**src/rtl/pdts_pkg.sv**
```systemverilog
package pdts_pkg;

	localparam int MAX_PASSES_D    = 16;
	localparam int MAX_RESOURCES_D = 16;
	localparam int IDX_W           = 4;
	localparam int TOTAL_W         = 5;
	localparam int EXT_W           = 16;
	localparam int CFG_IDX_W       = 2;

	typedef enum logic [2:0] {
		MODE_READ    = 3'd0,
		MODE_WRITE   = 3'd1,
		MODE_DEP     = 3'd2,
		MODE_COMPILE = 3'd3,
		MODE_CLEAR   = 3'd4
	} mode_t;

	typedef enum logic [1:0] {
		KIND_ORDER  = 2'd0,
		KIND_LIFE   = 2'd1,
		KIND_STATUS = 2'd2
	} kind_t;

	typedef enum logic [1:0] {
		ST_OK       = 2'd0,
		ST_MULTI_WR = 2'd1,
		ST_NO_WR    = 2'd2,
		ST_CYCLE    = 2'd3
	} status_t;

	typedef enum logic [1:0] {
		REG_PASS_TOTAL = 2'd0,
		REG_RES_TOTAL  = 2'd1,
		REG_EXTERNAL   = 2'd2
	} reg_idx_t;

	typedef enum logic [2:0] {
		S_IDLE,
		S_SCAN_W,
		S_CHK_RD,
		S_PRED,
		S_SORT,
		S_EMIT_ORD,
		S_EMIT_LIFE,
		S_EMIT_STAT
	} state_t;

	typedef struct packed {
		logic ld_rd;
		logic ld_wr;
		logic ld_dep;
		logic clr;
		logic pred_init;
		logic pred_add;
		logic sort_init;
		logic sort_step;
	} cell_ctrl_t;

endpackage

```
**src/rtl/pdts_cell.sv**
```systemverilog
module pdts_cell #(
	parameter int MAX_PASSES    = pdts_pkg::MAX_PASSES_D,
	parameter int MAX_RESOURCES = pdts_pkg::MAX_RESOURCES_D,
	parameter int CELL_ID       = 0,
	localparam int PIW = (MAX_PASSES > 1) ? $clog2(MAX_PASSES) : 1
) (
	input  logic                         clk,
	input  logic                         arst_n,
	input  pdts_pkg::cell_ctrl_t         ctrl,
	input  logic [pdts_pkg::IDX_W-1:0]   load_pass,
	input  logic [MAX_RESOURCES-1:0]     load_r,
	input  logic [MAX_PASSES-1:0]        load_p,
	input  logic [MAX_PASSES-1:0]        pmask,
	input  logic [MAX_RESOURCES-1:0]     bcast_r,
	input  logic [MAX_PASSES-1:0]        bcast_w,
	input  logic [MAX_PASSES-1:0]        emitted,
	input  logic                         in_range,
	input  logic                         found_in,
	input  logic [PIW-1:0]               cur_pos,
	input  logic [MAX_RESOURCES-1:0]     lt_r,
	input  logic                         lt_w,
	output logic [MAX_RESOURCES-1:0]     rd_row,
	output logic [MAX_RESOURCES-1:0]     wr_row,
	output logic                         done,
	output logic                         found_out,
	output logic                         pick,
	output logic                         touch,
	output logic [PIW-1:0]               pos
);

	localparam logic [MAX_PASSES-1:0] SELF = MAX_PASSES'(1) << CELL_ID;

	logic [MAX_RESOURCES-1:0] rd_q, wr_q;
	logic [MAX_PASSES-1:0]    dep_q, pred_q;
	logic                     done_q;
	logic [PIW-1:0]           pos_q;
	logic                     sel, ready;

	assign sel       = (int'(load_pass) == CELL_ID);
	assign ready     = in_range && !done_q && ((pred_q & ~emitted & ~SELF) == '0);
	assign pick      = ready && !found_in;
	assign found_out = found_in || ready;
	assign touch     = in_range && (((rd_q & lt_r) != '0) || lt_w);
	assign rd_row    = rd_q;
	assign wr_row    = wr_q;
	assign done      = done_q;
	assign pos       = pos_q;

	always_ff @(posedge clk or negedge arst_n) begin
		if (!arst_n) begin
			rd_q   <= '0;
			wr_q   <= '0;
			dep_q  <= '0;
			done_q <= 1'b0;
		end else begin
			if (ctrl.clr) begin
				rd_q  <= '0;
				wr_q  <= '0;
				dep_q <= '0;
			end else if (sel) begin
				if (ctrl.ld_rd) rd_q <= rd_q | load_r;
				if (ctrl.ld_wr) wr_q <= wr_q | load_r;
				if (ctrl.ld_dep) dep_q <= dep_q | load_p;
			end
			if (ctrl.sort_init) begin
				done_q <= 1'b0;
			end else if (ctrl.sort_step && pick) begin
				done_q <= 1'b1;
			end
		end
	end

	always_ff @(posedge clk) begin
		if (ctrl.pred_init) begin
			pred_q <= dep_q & pmask;
		end else if (ctrl.pred_add && ((rd_q & bcast_r) != '0)) begin
			pred_q <= pred_q | bcast_w;
		end
		if (ctrl.sort_step && pick) begin
			pos_q <= cur_pos;
		end
	end

endmodule

```
**src/rtl/pass_dependency_topo_scheduler.sv**
```systemverilog
// Load items (read, write, dependency, clear) are accepted back to back while no compile runs.
// A compile keeps the item channel stalled until its status item is loaded, also through output
// stalls: it runs the writer scan, the missing-writer check, edge building and the sort, then it
// emits the order, the lifetimes and the status item. A multiple-writer conflict, a failed check
// or a cycle ends the compile early with only the status item.
// Reset (arst_n low, asynchronous) clears the config registers, matrices, state, counter and out_valid.
module pass_dependency_topo_scheduler #(
	parameter int MAX_PASSES    = pdts_pkg::MAX_PASSES_D,
	parameter int MAX_RESOURCES = pdts_pkg::MAX_RESOURCES_D
) (
	input  logic                           clk,
	input  logic                           arst_n,
	input  logic                           cfg_we,
	input  logic [pdts_pkg::CFG_IDX_W-1:0] cfg_index,
	input  logic [pdts_pkg::EXT_W-1:0]     cfg_data,
	input  logic                           in_valid,
	output logic                           in_stall,
	input  logic [2:0]                     mode,
	input  logic [pdts_pkg::IDX_W-1:0]     pass_index,
	input  logic [pdts_pkg::IDX_W-1:0]     other_index,
	output logic                           out_valid,
	input  logic                           out_stall,
	output logic [1:0]                     kind,
	output logic [pdts_pkg::IDX_W-1:0]     index,
	output logic [pdts_pkg::IDX_W-1:0]     first_pos,
	output logic [pdts_pkg::IDX_W-1:0]     last_pos,
	output logic                           used,
	output logic [1:0]                     status,
	output logic                           final_res
);

	localparam int MP   = MAX_PASSES;
	localparam int MR   = MAX_RESOURCES;
	localparam int PIW  = (MP > 1) ? $clog2(MP) : 1;
	localparam int RIW  = (MR > 1) ? $clog2(MR) : 1;
	localparam int MAXN = (MP > MR) ? MP : MR;
	localparam int CW   = $clog2(MAXN + 1);
	localparam int IW   = pdts_pkg::IDX_W;

	// Configuration registers.
	logic [pdts_pkg::TOTAL_W-1:0] pass_total_q, res_total_q;
	logic [pdts_pkg::EXT_W-1:0]   ext_q;

	always_ff @(posedge clk or negedge arst_n) begin
		if (!arst_n) begin
			pass_total_q <= '0;
			res_total_q  <= '0;
			ext_q        <= '0;
		end else if (cfg_we) begin
			case (cfg_index)
				pdts_pkg::REG_PASS_TOTAL: pass_total_q <= cfg_data[pdts_pkg::TOTAL_W-1:0];
				pdts_pkg::REG_RES_TOTAL:  res_total_q  <= cfg_data[pdts_pkg::TOTAL_W-1:0];
				pdts_pkg::REG_EXTERNAL:   ext_q        <= cfg_data;
				default: ;
			endcase
		end
	end

	// Effective totals clamp to the storage size; masks select the live rows and columns.
	logic [CW-1:0]  np, nr;
	logic [MP-1:0]  pmask;
	logic [MR-1:0]  rmask, ext_vec;

	assign np = (int'(pass_total_q) > MP) ? CW'(MP) : CW'(pass_total_q);
	assign nr = (int'(res_total_q) > MR) ? CW'(MR) : CW'(res_total_q);

	always_comb begin
		for (int j = 0; j < MP; j++) pmask[j] = (j < int'(np));
		for (int j = 0; j < MR; j++) begin
			rmask[j]   = (j < int'(nr));
			ext_vec[j] = (j < pdts_pkg::EXT_W) ? ext_q[j % pdts_pkg::EXT_W] : 1'b0;
		end
	end

	// Sequencer state.
	pdts_pkg::state_t  state_q, state_d;
	logic [CW-1:0]     cnt_q, cnt_d;
	logic [MR-1:0]     hw_q, hw_d, hr_q, hr_d;
	logic [PIW-1:0]    writer_q [MR];
	logic [PIW-1:0]    order_q  [MP];
	logic [1:0]        err_q, err_d;
	logic [IW-1:0]     eidx_q, eidx_d;

	// Output register.
	logic              ov_q, ov_d;
	logic [1:0]        kind_q, kind_d;
	logic [IW-1:0]     idx_q, idx_d, first_q, first_d, last_q, last_d;
	logic              used_q, used_d, fin_q, fin_d;
	logic [1:0]        stat_q, stat_d;
	logic              can_load;

	assign can_load = !ov_q || !out_stall;

	// Input accept and load decode.
	logic accept;
	logic [MR-1:0] load_r;
	logic [MP-1:0] load_p;
	logic rw_ok, dep_ok;
	pdts_pkg::cell_ctrl_t ctrl;

	assign in_stall = (state_q != pdts_pkg::S_IDLE);
	assign accept   = in_valid && !in_stall;
	assign rw_ok    = (int'(pass_index) < int'(np)) && (int'(other_index) < int'(nr));
	assign dep_ok   = (int'(pass_index) < int'(np)) && (int'(other_index) < int'(np))
	                  && (pass_index != other_index);

	always_comb begin
		for (int j = 0; j < MR; j++) load_r[j] = (int'(other_index) == j);
		for (int j = 0; j < MP; j++) load_p[j] = (int'(other_index) == j);
	end

	// Cell chain.
	logic [MR-1:0]  rd_rows [MP];
	logic [MR-1:0]  wr_rows [MP];
	logic [MP-1:0]  done_v, pick_v, touch_v;
	logic [MP:0]    found_v;
	logic [PIW-1:0] pos_v [MP];
	logic [MR-1:0]  bcast_r, lt_r;
	logic [MP-1:0]  bcast_w, lt_w;

	assign found_v[0] = 1'b0;

	for (genvar i = 0; i < MP; i++) begin : g_cell
		pdts_cell #(
			.MAX_PASSES    (MP),
			.MAX_RESOURCES (MR),
			.CELL_ID       (i)
		) u_cell (
			.clk       (clk),
			.arst_n    (arst_n),
			.ctrl      (ctrl),
			.load_pass (pass_index),
			.load_r    (load_r),
			.load_p    (load_p),
			.pmask     (pmask),
			.bcast_r   (bcast_r),
			.bcast_w   (bcast_w),
			.emitted   (done_v),
			.in_range  (pmask[i]),
			.found_in  (found_v[i]),
			.cur_pos   (cnt_q[PIW-1:0]),
			.lt_r      (lt_r),
			.lt_w      (lt_w[i]),
			.rd_row    (rd_rows[i]),
			.wr_row    (wr_rows[i]),
			.done      (done_v[i]),
			.found_out (found_v[i+1]),
			.pick      (pick_v[i]),
			.touch     (touch_v[i]),
			.pos       (pos_v[i])
		);
	end

	// Row selected by the counter during the writer scan.
	logic [MR-1:0] wrow, rrow, conf, miss;
	logic [IW-1:0] conf_idx, miss_idx;
	logic [PIW-1:0] pick_idx, cur_writer;
	logic [MR-1:0]  cnt_r_oh;
	logic [MP-1:0]  posmask;
	logic [IW-1:0]  pm_first, pm_last;

	assign wrow       = wr_rows[cnt_q[PIW-1:0]] & rmask;
	assign rrow       = rd_rows[cnt_q[PIW-1:0]] & rmask;
	assign conf       = wrow & hw_q;
	assign miss       = rmask & ~ext_vec & ~hw_q & hr_q;
	assign cur_writer = writer_q[cnt_q[RIW-1:0]];

	always_comb begin
		conf_idx = '0;
		miss_idx = '0;
		for (int j = MR - 1; j >= 0; j--) begin
			if (conf[j]) conf_idx = IW'(j);
			if (miss[j]) miss_idx = IW'(j);
		end
		pick_idx = '0;
		for (int i = 0; i < MP; i++) begin
			if (pick_v[i]) pick_idx = pick_idx | PIW'(i);
		end
		for (int j = 0; j < MR; j++) cnt_r_oh[j] = (int'(cnt_q) == j);
		// Positions touched by the current resource, then their lowest and highest.
		posmask = '0;
		for (int i = 0; i < MP; i++) begin
			for (int j = 0; j < MP; j++) begin
				if (touch_v[i] && (int'(pos_v[i]) == j)) posmask[j] = 1'b1;
			end
		end
		pm_first = '0;
		pm_last  = '0;
		for (int j = MP - 1; j >= 0; j--) begin
			if (posmask[j]) pm_first = IW'(j);
		end
		for (int j = 0; j < MP; j++) begin
			if (posmask[j]) pm_last = IW'(j);
		end
	end

	always_comb begin
		bcast_r = '0;
		bcast_w = '0;
		lt_r    = '0;
		lt_w    = '0;
		if (state_q == pdts_pkg::S_PRED) begin
			bcast_r = cnt_r_oh & hw_q & rmask;
			for (int i = 0; i < MP; i++) bcast_w[i] = (int'(cur_writer) == i);
		end
		if (state_q == pdts_pkg::S_EMIT_LIFE) begin
			lt_r = cnt_r_oh & rmask;
			for (int i = 0; i < MP; i++) begin
				lt_w[i] = ((hw_q & cnt_r_oh) != '0) && (int'(cur_writer) == i);
			end
		end
	end

	// Next state and outputs.
	always_comb begin
		state_d = state_q;
		cnt_d   = cnt_q;
		hw_d    = hw_q;
		hr_d    = hr_q;
		err_d   = err_q;
		eidx_d  = eidx_q;
		ctrl    = '0;
		ov_d    = ov_q && out_stall;
		kind_d  = kind_q;
		idx_d   = idx_q;
		first_d = first_q;
		last_d  = last_q;
		used_d  = used_q;
		stat_d  = stat_q;
		fin_d   = fin_q;

		case (state_q)
			pdts_pkg::S_IDLE: begin
				if (accept) begin
					case (mode)
						pdts_pkg::MODE_READ:    ctrl.ld_rd  = rw_ok;
						pdts_pkg::MODE_WRITE:   ctrl.ld_wr  = rw_ok;
						pdts_pkg::MODE_DEP:     ctrl.ld_dep = dep_ok;
						pdts_pkg::MODE_CLEAR:   ctrl.clr    = 1'b1;
						pdts_pkg::MODE_COMPILE: begin
							state_d = pdts_pkg::S_SCAN_W;
							cnt_d   = '0;
							hw_d    = '0;
							hr_d    = '0;
						end
						default: ;
					endcase
				end
			end
			pdts_pkg::S_SCAN_W: begin
				if (cnt_q < np) begin
					if (conf != '0) begin
						err_d   = pdts_pkg::ST_MULTI_WR;
						eidx_d  = conf_idx;
						state_d = pdts_pkg::S_EMIT_STAT;
					end else begin
						hw_d  = hw_q | wrow;
						hr_d  = hr_q | rrow;
						cnt_d = cnt_q + 1'b1;
					end
				end else begin
					state_d = pdts_pkg::S_CHK_RD;
				end
			end
			pdts_pkg::S_CHK_RD: begin
				if (miss != '0) begin
					err_d   = pdts_pkg::ST_NO_WR;
					eidx_d  = miss_idx;
					state_d = pdts_pkg::S_EMIT_STAT;
				end else begin
					ctrl.pred_init = 1'b1;
					cnt_d   = '0;
					state_d = pdts_pkg::S_PRED;
				end
			end
			pdts_pkg::S_PRED: begin
				if (cnt_q < nr) begin
					ctrl.pred_add = 1'b1;
					cnt_d = cnt_q + 1'b1;
				end else begin
					ctrl.sort_init = 1'b1;
					cnt_d   = '0;
					state_d = pdts_pkg::S_SORT;
				end
			end
			pdts_pkg::S_SORT: begin
				if (cnt_q < np) begin
					if (found_v[MP]) begin
						ctrl.sort_step = 1'b1;
						cnt_d = cnt_q + 1'b1;
					end else begin
						err_d   = pdts_pkg::ST_CYCLE;
						eidx_d  = '0;
						state_d = pdts_pkg::S_EMIT_STAT;
					end
				end else begin
					cnt_d   = '0;
					state_d = pdts_pkg::S_EMIT_ORD;
				end
			end
			pdts_pkg::S_EMIT_ORD: begin
				if (cnt_q < np) begin
					if (can_load) begin
						ov_d    = 1'b1;
						kind_d  = pdts_pkg::KIND_ORDER;
						idx_d   = IW'(order_q[cnt_q[PIW-1:0]]);
						first_d = '0;
						last_d  = '0;
						used_d  = 1'b0;
						stat_d  = pdts_pkg::ST_OK;
						fin_d   = 1'b0;
						cnt_d   = cnt_q + 1'b1;
					end
				end else begin
					cnt_d   = '0;
					state_d = pdts_pkg::S_EMIT_LIFE;
				end
			end
			pdts_pkg::S_EMIT_LIFE: begin
				if (cnt_q < nr) begin
					if (can_load) begin
						ov_d    = 1'b1;
						kind_d  = pdts_pkg::KIND_LIFE;
						idx_d   = IW'(cnt_q);
						first_d = pm_first;
						last_d  = pm_last;
						used_d  = (posmask != '0);
						stat_d  = pdts_pkg::ST_OK;
						fin_d   = 1'b0;
						cnt_d   = cnt_q + 1'b1;
					end
				end else begin
					err_d   = pdts_pkg::ST_OK;
					eidx_d  = '0;
					state_d = pdts_pkg::S_EMIT_STAT;
				end
			end
			pdts_pkg::S_EMIT_STAT: begin
				if (can_load) begin
					ov_d    = 1'b1;
					kind_d  = pdts_pkg::KIND_STATUS;
					idx_d   = eidx_q;
					first_d = '0;
					last_d  = '0;
					used_d  = 1'b0;
					stat_d  = err_q;
					fin_d   = 1'b1;
					state_d = pdts_pkg::S_IDLE;
				end
			end
			default: state_d = pdts_pkg::S_IDLE;
		endcase
	end

	always_ff @(posedge clk or negedge arst_n) begin
		if (!arst_n) begin
			state_q <= pdts_pkg::S_IDLE;
			cnt_q   <= '0;
			ov_q    <= 1'b0;
		end else begin
			state_q <= state_d;
			cnt_q   <= cnt_d;
			ov_q    <= ov_d;
		end
	end

	// Payload and scratch registers.
	always_ff @(posedge clk) begin
		hw_q    <= hw_d;
		hr_q    <= hr_d;
		err_q   <= err_d;
		eidx_q  <= eidx_d;
		kind_q  <= kind_d;
		idx_q   <= idx_d;
		first_q <= first_d;
		last_q  <= last_d;
		used_q  <= used_d;
		stat_q  <= stat_d;
		fin_q   <= fin_d;
		// The scan records each new writer; a conflict aborts the compile, so no overwrite matters.
		if (state_q == pdts_pkg::S_SCAN_W && cnt_q < np && conf == '0) begin
			for (int j = 0; j < MR; j++) begin
				if (wrow[j]) writer_q[j] <= cnt_q[PIW-1:0];
			end
		end
		if (ctrl.sort_step) order_q[cnt_q[PIW-1:0]] <= pick_idx;
	end

	assign out_valid = ov_q;
	assign kind      = kind_q;
	assign index     = idx_q;
	assign first_pos = first_q;
	assign last_pos  = last_q;
	assign used      = used_q;
	assign status    = stat_q;
	assign final_res = fin_q;

endmodule
```
**config.mk**
```make
export PLATFORM = sky130hd
export DESIGN_NAME = pass_dependency_topo_scheduler
export DESIGN_NICKNAME = d
export VERILOG_FILES = /design/src/rtl/pdts_pkg.sv /design/src/rtl/pdts_cell.sv /design/src/rtl/pass_dependency_topo_scheduler.sv
export SDC_FILE = /design/constraint.sdc
export NUM_CORES = 2
export LEC_CHECK = 0
export ABC_CLOCK_PERIOD_IN_PS = 20300
export BUFFER_PORTS_ARGS = -buffer_cell sky130_fd_sc_hd__buf_2
export CAP_MARGIN = 5
export CORE_UTILIZATION = 45
export CTS_CLUSTER_SIZE = 25
export DETAILED_ROUTE_END_ITERATION = 16
export HOLD_SLACK_MARGIN = 0.08
export PLACE_DENSITY = 0.64
export SLEW_MARGIN = 20
export SYNTH_ARGS = -nofsm -noshare
export SYNTH_HDL_FRONTEND = slang
export SYNTH_SLANG_ARGS = --single-unit
```
**constraint.sdc**
```tcl
create_clock -name clk -period 20.3 [get_ports clk]
set_clock_uncertainty 0.1 [all_clocks]
set_input_delay 0 -clock clk [delete_from_list [all_inputs] [get_ports clk]]
set_output_delay 0 -clock clk [all_outputs]
set_load 0.01 [all_outputs]
```
==> metrics.yaml <==
global_route:
  grt_pass1_wl_mm: 427
  grt_max_degree: 243
  antenna_found_initial: 13
  grt_usage: 0.414
  grt_overflow_total: 0
  grt_pass1_vias: 54800
yosys:
  syn_nets: 6475
  ys.flop_type: "dfrtp_1"
  ys_types: 100
  synth_cells: 6419
  syn_area_per_cell_sq_um: 10.1
  synth_area_sq_um: 64700
  synth-edff-count: 488
  synth_top_area_share: 0.310
  seq_area_frac_synth: 0.537
  synth_commonest_cells: "nor2_1, a21oi_1, dfrtp_1, edfxtp_1, clkbuf_1"
  ys_warn_count: 0
  yosysMostFrequentCell: "nor2_1"
  async_flop_share: 0.622
  synth.largest_area_cell: "dfrtp_1"
  synth_area_leaders: "dfrtp_1, edfxtp_1, a21oi_1, nor2_1, mux4_2"
  synth-seq-cells: 1291
detailed_routing:
  post-route-drc-count: 0
  viasPerCell: 6.88
  drtPass1Iterations: 9
  dr_total_vias: 58000
  initialDrtViolationCount: 8183
  ant_nets: 0
  wl_per_cell_um: 36.2
  drt_wl_total_mm: 305
cells_and_area:
  syn2layout_area_growth_pct: 13.0
  drive_gt1_frac: 0.132
  stdcell_count: 8422
  final_core_util: 0.515
  nets: 6456
timing:
  finalSetupViolCount: 0
  hold_violations: 0
  fin_setup_tns_ps: 0
  relSlewSlack: 0.178
  finalMaxSlewViolations: 0
  fin_crit_sh: 0.382
  fmax_mhz: 129
  post-route-min-period_ps: 7740
  grt_setup_unrepaired: "no"
  tightest_slew_ps: 1230
setup_path:
  required_ps: 20690
  crit_path_end_kind: "flop"
  path_class: "reg2reg"
  start_kind: "flop"
  crit_arrival_ps: 8140
  path_max_fanout: 37
placed_design:
  gp_congestion: 1.05
  port_buffers: 53
  dp_hpwl_mm: 207
  dp_cells: 8084
clock_network:
  post_cts_resized: 0
  cts_max_level: 4
  clk_pin_slew_ps: 60
  cts_tree: "yes"
  cts.sinks: 1291
  numCtsBuffers: 140
  ctsLongestPathBuffers: 3
  ctsRootBufferMaster: "clkbuf_16"
  insertion_delay_ps: 810
power_and_ir_drop:
  total_power_mw: 7.04
  ir_drop_mv: 0.0977
  power_leakage_nw: 29.7
  p_per_area_nw_per_um2: 96.2
floorplan:
  num_io_pins: 54
  core_sq_um: 142000
  die_x_um: 381
  die_y_um: 381
  std_cell_rows: 138
  die_area_sq_um: 145000
  start_util: 0.456
worst_hold_path:
  hp-class: "in2reg"
flow_run:
  drv_cap: 0
status:
  outcome: "completed"
==> what timing repair did <==
action | in CTS | in global routing
endpoints found under the hold margin | 467 | 0
hold buffers | 64 | 0
endpoints found under the setup margin | 0 | 0
buffers inserted | 0 | 0
==> layout by cell type, fill, tap and decap left out, drive strengths merged, types with 21 or more instances in the layout <==
| cell | n |
|---|---|
| o21ai | 277 |
| mux4 | 196 |
| nand2b | 47 |
| a21oi | 1067 |
| a2111oi | 38 |
| a221oi | 36 |
| clkbuf | 195 |
| a31oi | 34 |
| nand2 | 332 |
| nand4 | 86 |
| a22o | 82 |
| mux2 | 35 |
| nor4 | 35 |
| nand3 | 147 |
| buf | 276 |
| nor2b | 80 |
| a211oi | 37 |
| nor2 | 1238 |
| or3 | 27 |
| or2 | 21 |
| a22oi | 149 |
| edfxtp | 488 |
| ha | 22 |
| clkinv | 44 |
| nor3 | 90 |
| dlygate4sd3 | 63 |
| o2111ai | 27 |
| and2 | 46 |
| dfrtp | 803 |
| and3 | 50 |
| o21a | 33 |
| inv | 84 |
==> critical path, stage by stage (launching register included) <==
cell	delay [ps]
dfrtp_4	550
buf_4	700
inv_1	160
ha_1	430
and3b_1	270
and3_1	480
a32o_1	350
a2111oi_1	910
nand2_1	900
o21ai_0	840
o2111ai_1	170
a2111oi_0	660
o311ai_1	420
nor4_4	360
nand2_1	80
==> routing by layer <==
| metal | part of all wire | track usage | vias to the layer above |
|---|---|---|---|
| met1 | 0.40 | 0.571 | 29400 |
| met2 | 0.43 | 0.601 | 4075 |
| met3 | 0.12 | 0.127 | 844 |
| met4 | 0.052 | 0.178 | 10 |
| met5 | 0.00025 | 0 | - |
| li1 | - | - | 23700 |
==> worst paths after layout <==
path	from	end	slack, ps	cells after the start
worst max register to register	cnt_q[0]$_DFFE_PN0P_	used$_SDFFCE_PN0P_	12560	14
worst max-delay path	cnt_q[0]$_DFFE_PN0P_	used$_SDFFCE_PN0P_	12560	14
min in group asynchronous	arst_n	g_cell[5].u_cell.dep_q[8]$_DFFE_PN0P_	350	4
worst min register to register	g_cell[9].u_cell.wr_row[5]$_DFFE_PN0P_	g_cell[9].u_cell.wr_row[5]$_DFFE_PN0P_	390	2
worst min-delay path	pass_index[1]	g_cell[9].u_cell.rd_row[5]$_DFFE_PN0P_	190	6
max in group asynchronous	arst_n	ext_q[11]$_DFFE_PN0P_	16370	7
==> metrics by stage <==
step / setup slack, ps / hold slack (ps) / cell area [sq um]
global placement: 12800 / 11.1 / 67500
floorplan: 13130 / -396 / 64700
global route: 12370 / 184 / 73100
finish: 12560 / 191 / 73200
detailed placement: 12740 / 18.3 / 67600
CTS: 12630 / 115 / 73100
==> sequential cells by signal (all words and copies together), names as in the netlist, 2 cells and up <==
| signal | cells |
|---|---|
| last_pos | 4 |
| g_cell.u_cell.done | 16 |
| g_cell.u_cell.rd_row | 256 |
| order_q | 64 |
| state_q | 3 |
| status | 2 |
| g_cell.u_cell.wr_row | 256 |
| hr_q | 16 |
| g_cell.u_cell.pred_q | 240 |
| cnt_q | 5 |
| hw_q | 16 |
| kind | 2 |
| g_cell.u_cell.dep_q | 240 |
| pass_total_q | 5 |
| eidx_q | 4 |
| index | 4 |
| res_total_q | 5 |
| first_pos | 4 |
| g_cell.u_cell.pos | 64 |
| err_q | 2 |
| writer_q | 64 |
| ext_q | 16 |
==> power by group <==
group | total (mW) | leakage [nW] | switching [mW] | internal [mW]
combinational | 1.40 | 11.8 | 0.998 | 0.398
sequential | 2.96 | 15.5 | 0.0948 | 2.87
clock | 2.68 | 2.36 | 1.14 | 1.54
total | 7.04 | 29.7 | 2.24 | 4.80
==> cells by family (layout without fill, tap and decap cells) <==
kind of cell | Yosys count | count (layout) | synth area share
AO/OA/AOI/OAI | 1990 | 1990 | 0.187
multiplexers | 242 | 242 | 0.0760
buffers and inverters | 580 | 676 | 0.0349
AND/OR/NAND/NOR | 2288 | 2288 | 0.160
XOR/XNOR | 5 | 5 | 0.000676
other | 0 | 17 | 0
adder cells (fa/ha/maj) | 23 | 23 | 0.00441
flip-flops | 1291 | 1291 | 0.537
==> final cells by class <==
type                            instances  area (sq um)
Antenna cell                           17          42.5
Sequential cell                      1291         34800
Timing Repair Buffer                  339          2690
Fill cell                           12800         68900
Tap cell                             1890          2360
Multi-Input combinational cell       4548         28200
Inverter                               80           300
Clock inverter                         62           836
Clock buffer                          195          4000
Note: power is estimated with default switching activity, not from simulation.
